File: src/pdp_pkg.sv
// ----------------------------------------------------------------------------
// pdp_pkg
// Types and constants shared by the polyline simplifier.
// ----------------------------------------------------------------------------
package pdp_pkg;

    localparam int COORD_BITS = 20;
    localparam int WIDTH_BITS = 14;
    localparam logic [WIDTH_BITS-1:0] STROKE_RESET = 14'd160;

    localparam int DIG_W    = 4;
    localparam int MUL_RAW  = (2 * COORD_BITS + 4 > 2 * WIDTH_BITS + 2) ?
                              2 * COORD_BITS + 4 : 2 * WIDTH_BITS + 2;
    localparam int MUL_W    = ((MUL_RAW + DIG_W - 1) / DIG_W) * DIG_W;
    localparam int PROD_W   = 2 * MUL_W;

    typedef struct packed {
        logic signed [COORD_BITS-1:0] point_x;
        logic signed [COORD_BITS-1:0] point_y;
        logic                         last_point;
    } t_point;

    typedef struct packed {
        logic signed [COORD_BITS-1:0] kept_x;
        logic signed [COORD_BITS-1:0] kept_y;
        logic                         final_kept;
        logic                         points_dropped;
    } t_result;

    typedef struct packed {
        logic                    start;
        logic signed [MUL_W-1:0] a;
        logic signed [MUL_W-1:0] b;
    } t_mul_req;

    typedef struct packed {
        logic                     done;
        logic signed [PROD_W-1:0] prod;
    } t_mul_rsp;

    typedef enum logic [4:0] {
        ST_IDLE,
        ST_INIT,
        ST_POP,
        ST_SEG,
        ST_RDF,
        ST_RDL,
        ST_LEN_X,
        ST_LEN_Y,
        ST_PT_RD,
        ST_PT_LAT,
        ST_T_X,
        ST_T_Y,
        ST_CHOOSE,
        ST_C_A,
        ST_C_B,
        ST_C_SQ,
        ST_Q_X,
        ST_Q_Y,
        ST_Q_SC,
        ST_CMP,
        ST_W2,
        ST_THR,
        ST_PUSH2,
        ST_EMIT,
        ST_EMIT_OUT
    } t_state;

    function automatic logic signed [MUL_W-1:0] sx_d(input logic signed [COORD_BITS:0] v);
        return MUL_W'(v);
    endfunction

    function automatic logic signed [MUL_W-1:0] sx_p(input logic signed [PROD_W-1:0] v);
        return MUL_W'(v);
    endfunction

endpackage

File: src/pdp_mul.sv
// ----------------------------------------------------------------------------
// pdp_mul
// Shared signed multiplier, one radix-16 digit per cycle on magnitudes.
// ----------------------------------------------------------------------------
module pdp_mul (
    input  logic               i_clk,
    input  logic               i_rst_n,
    input  pdp_pkg::t_mul_req  i_req,
    output pdp_pkg::t_mul_rsp  o_rsp
);
    import pdp_pkg::*;

    localparam int ND   = MUL_W / DIG_W;
    localparam int CNTW = $clog2(ND + 1);

    logic              r_busy;
    logic              r_done;
    logic [CNTW-1:0]   r_cnt;
    logic [PROD_W-1:0] r_ma;
    logic [MUL_W-1:0]  r_mb;
    logic [PROD_W-1:0] r_acc;
    logic              r_neg;
    logic [MUL_W-1:0]  mag_a;
    logic [MUL_W-1:0]  mag_b;
    logic [PROD_W-1:0] pp;

    assign mag_a = i_req.a[MUL_W-1] ? (~i_req.a + MUL_W'(1)) : i_req.a;
    assign mag_b = i_req.b[MUL_W-1] ? (~i_req.b + MUL_W'(1)) : i_req.b;
    assign pp    = r_ma * PROD_W'(r_mb[DIG_W-1:0]);

    always_ff @(posedge i_clk) begin
        if (!i_rst_n) begin
            r_busy <= 1'b0;
            r_done <= 1'b0;
            r_cnt  <= '0;
        end else begin
            r_done <= 1'b0;
            if (i_req.start) begin
                r_busy <= 1'b1;
                r_cnt  <= CNTW'(ND);
            end else if (r_busy) begin
                r_cnt <= r_cnt - CNTW'(1);
                if (r_cnt == CNTW'(1)) begin
                    r_busy <= 1'b0;
                    r_done <= 1'b1;
                end
            end
        end
    end

    always_ff @(posedge i_clk) begin
        if (i_req.start) begin
            r_ma  <= PROD_W'(mag_a);
            r_mb  <= mag_b;
            r_acc <= '0;
            r_neg <= i_req.a[MUL_W-1] ^ i_req.b[MUL_W-1];
        end else if (r_busy) begin
            r_acc <= r_acc + pp;
            r_ma  <= r_ma << DIG_W;
            r_mb  <= r_mb >> DIG_W;
        end
    end

    assign o_rsp.done = r_done;
    assign o_rsp.prod = r_neg ? (~r_acc + PROD_W'(1)) : r_acc;

endmodule

File: config.mk
export PLATFORM = sky130hd
export DESIGN_NAME = pdp_mul
export DESIGN_NICKNAME = d
export VERILOG_FILES = /design/src/pdp_pkg.sv /design/src/pdp_mul.sv
export SDC_FILE = /design/constraint.sdc
export NUM_CORES = 1
export LEC_CHECK = 0
export BUFFER_PORTS_ARGS = -buffer_cell sky130_fd_sc_hd__buf_2
export CORE_ASPECT_RATIO = 0.8
export CORE_MARGIN = 3
export CORE_UTILIZATION = 50
export CTS_CLUSTER_DIAMETER = 40
export DETAILED_ROUTE_END_ITERATION = 8
export PLACE_DENSITY = 0.8
export SLEW_MARGIN = 10
export SYNTH_ARGS = -nofsm -noshare
export SYNTH_HDL_FRONTEND = slang
export SYNTH_SLANG_ARGS = --single-unit
File: constraint.sdc
create_clock -name i_clk -period 12.7 [get_ports i_clk]
set_input_delay 2.54 -clock i_clk [delete_from_list [all_inputs] [get_ports i_clk]]
set_output_delay 2.54 -clock i_clk [all_outputs]
set_load 0.005 [all_outputs]
# After elaboration in Yosys (flattened, before gate mapping)
# Cells that the tools add are included.
word_totals:
  reg_bits: 227
  output_inout_bits: 89
  wordCells: 38
op_classes:
  addsub: 5
  n_mul: 1
  eq_ne: 1
  mux: 13
  bitwise: 6
  n_reduce_logical: 3
ops:
  columns: ["operator", "n"]
  rows:
  - ["2-to-1 mux 44 bit", 6]
  - ["adder 44 x 2 -> 44 bit (second input constant)", 2]
  - ["adder 88 x 1 -> 88 bit (second input constant)", 1]
  - ["adder 88 bit", 1]
  - ["multiplier 88 x 4 -> 88 bit", 1]
  - ["2-to-1 mux 88 bit", 1]
  - ["NOT 44 bit", 2]
  - ["NOT 88 bit", 1]
  - ["2-to-1 mux 4 bit", 2]
  - ["== test 4 x 1 -> 1 bit (second input constant)", 1]
  - ["2-to-1 mux 1 bit", 4]
  - ["subtractor 4 x 1 -> 4 bit (second input constant)", 1]
  - ["OR reduction 3 bit", 1]
  - ["NOT 1 bit", 2]
  - ["nonzero test 2 bit", 1]
  - ["OR reduction 2 bit", 1]
  - ["XOR 1 bit", 1]

# Depth between registers and ports, before layout
depth:
  word_depth: 4
  depth_mapped: 20
  ltp_nobuf: 18

# Least setup slack after synthesis
# Ideal clock, no wire load.
synth_timing:
  path_type: "input to register"
  startpoint: "input port i_req[88] (netlist name)"
  endpoint: "register r_acc[62]"
  setup_ps: 285
  arrival_time_ps: 5631
  slack_ps: 6784
  path_stages: 4
  n_path_buf: 1
  cell_sequence: "nor2_1 > clkinv_1 > clkbuf_1 > o32ai_1"
synth_lines:
  columns: ["item", "line_no", "text"]
  rows:
  - ["from (decl)", "pdp_mul.sv:8", "input pdp_pkg::t_mul_req i_req,"]
  - ["to (signal assigned)", "pdp_mul.sv:58", "r_acc <= r_acc + pp;"]
  - ["to (decl)", "pdp_mul.sv:21", "logic [PROD_W-1:0] r_acc;"]

==> flow_summary.yaml <==
drt:
  firstDrtPassIters: 6
  maxUsedRoutingLayer: "met5"
  drtIter0Drc: 1827
  antenna_left: 0
  dr_wl_met2_mm: 30.4
  drc_errors: 0
  vias: 22200
  wl_met1_mm: 32.4
  vias_per_cell: 5.73
  post_drt_wl_per_cell_um: 18.6
  finalWirelength_mm: 72.2
  wl_met3_mm: 7.21
timing:
  finalCriticalPeriod_ns: 7.42
  clock_skew_ns: 0.0312
  slew_viol_final: 0
  slew_headroom: 0.259
  worst_slew_pin_slew_ns: 1.11
  fin_crit_sh: 0.584
  fmax_mhz: 135
  setup_viol: 0
  holdWs_ns: 0.496
  rsz0062_at_grt: "no"
  setup-tns-final_ns: 0
  hold_viol: 0
setup_path:
  reg2reg_slack_ns: 5.80
  critPathMaxFanout: 7
  required_ns: 10.16
  crit_path_start: "r_acc[17]"
  crit_end: "o_rsp[87]"
  end_kind: "output port"
  r2r_cells: 17
  arrival_ns: 4.88
  r2r-end: "r_acc[82]"
  r2r_start: "r_mb[1]"
  cp-start-kind: "flip-flop"
  crit_type: "reg2out"
clock_tree:
  clock_tree.root_cell: "clkbuf_16"
  clkSinkCount: 227
  cts_tree: "built"
  clockBufferDepth: 3
  ctsHoldBuffers: 0
  cts_resized: 0
  post_cts_buffers: 0
  clkLatencyLatePin_ns: 0.57
  htreeDepth: 2
  clk_pin_slew_ns: 0.05
  numCtsBuffers: 43
layout:
  syn_to_final_growth_pct: 10.7
  final_common_cell: "inv_1"
  drive_gt1_frac: 0.0938
  fin_cells: 3874
  layout_common_cells: "389 x inv_1, 332 x and2_1, 254 x fa_1"
  final_nets: 3593
yosys:
  yosysTopAreaCellShare: 0.196
  synth_area_leaders: "fa_1 20%, dfxtp_1 11%, edfxtp_1 10%"
  synth.distinct_cells: 75
  syn_avg_cell_area_um2: 8.47
  synthCells: 3063
  synthesis.nets: 3504
  async_flop_share: 0
  netlist_area_mm2: 0.0260
  ys.flop_type: "dfxtp_1"
  seq_area_frac_synth: 0.209
  yosysTopAreaCell: "fa_1"
  synth_seq_cells: 227
  yosys_warnings: 0
  synth_edf_count: 89
floorplanning:
  io_pins: 180
  core_area_mm2: 0.0512
  design.die.area_mm2: 0.0547
  fp.dieW_um: 261
  die_h_um: 210
  fp-row-count: 74
  floorplan.initialDensity: 0.507
job:
  maxCapViolations: 0
global_route:
  gr-total-overflow: 0
  grt_start_max_net_pins: 205
  grt_pass1_vias: 21700
  grt_pass1_wl_mm: 118
  grt.total_usage: 0.267
  grt_antenna_before_repair: 9
outcome:
  outcome: "complete, no violations"
place:
  place_congestion: 0.981
  hpwl_mm: 55.5
  port-buffer-count: 179
  placed_cells: 3791
power_and_ir_drop:
  peakVddDrop_v: 0.000134
  p_per_area_mw_per_mm2: 179
  total_power_uw: 5140
  p_leak_uw: 0.0128
min_path:
  min_path_type: "reg2reg"
-- layer usage --
layer / GRT usage / up-vias
li1: - / 10400
met1: 0.393 / 10700
met2: 0.393 / 901
met3: 0.0603 / 128
met4: 0.0795 / 10
met5: 0 / -
-- where the power goes --
group	switching [uW]	internal, uW
clock network	438	721
logic	1840	1180
registers	110	848
total	2390	2750
-- flip-flops by register name, summed over array words and instances, names as in the netlist --
register,count
r_acc,88
r_busy,1
r_cnt,4
r_done,1
r_ma,88
r_mb,44
r_neg,1
-- per-stage QoR --
stage           util  worst slack, ns  area [um2]
6_report       0.561             5.28       28700
5_1_grt        0.561             5.02       28700
4_1_cts        0.561             5.34       28700
3_5_place_dp   0.533             5.95       27300
3_3_place_gp   0.533             6.04       27300
2_1_floorplan      -             6.78       26000
-- synth_stat cells, drive strengths merged (6+ instances only) --
cell	n
inv	389
and2	332
fa	254
nor2	247
a21oi	193
nand2	174
xnor2	144
dfxtp	138
clkbuf	133
o21ai	118
xor2	101
ha	96
edfxtp	89
mux2i	81
a21o	63
o31ai	51
nand4	46
nor3	37
nand3	30
or3	30
o41ai	25
or4	21
o21bai	20
a31oi	18
nor4	18
o22ai	18
o21a	17
buf	16
and3	14
or2	13
a211oi	10
mux2	10
o211ai	10
a21boi	9
nand2b	8
nor2b	8
and4	7
a221o	6
nand3b	6
o32ai	6
-- worst min path at each step --
| stage | start | end | slack, ns | cells after the start |
|---|---|---|---|---|
| floorplan | r_ma[87] | r_ma[87] | 0.46 | 2 |
| global placement | r_ma[87] | r_ma[87] | 0.47 | 2 |
| detailed placement | r_acc[47] | r_acc[47] | 0.49 | 2 |
| finish | r_acc[47] | r_acc[47] | 0.50 | 2 |
| global route | r_acc[47] | r_acc[47] | 0.52 | 2 |
| CTS | r_acc[47] | r_acc[47] | 0.49 | 2 |
-- worst max-delay path, stage by stage, from the launching register on --
cell and delay, ns:
dfxtp_1 0.37, or4_1 0.63, nor4_1 0.75, nand2_1 0.23, or3_1 0.55, or2_1 0.29
nor2_1 0.52, nand3_1 0.14, a21oi_1 0.40, xnor2_1 0.25, buf_2 0.18
-- cell type report --
cell class,instances,area [um2]
multi-input cells,2297,18500
clock inverters,32,349
diodes,4,10.0
clock buffers,47,1100
repair buffers,193,1020
fillers,4609,22500
inverters,390,1470
well taps,684,856
flip-flops and latches,227,5440
-- cell families after synthesis --
group,share of synthesized area
xor+xnor,0.0827
mux,0.0356
fa+ha+maj,0.242
buf+inv,0.0783
flops,0.209
simple gates,0.202
compound gates,0.150
Note: power is estimated with default switching activity, not from simulation.
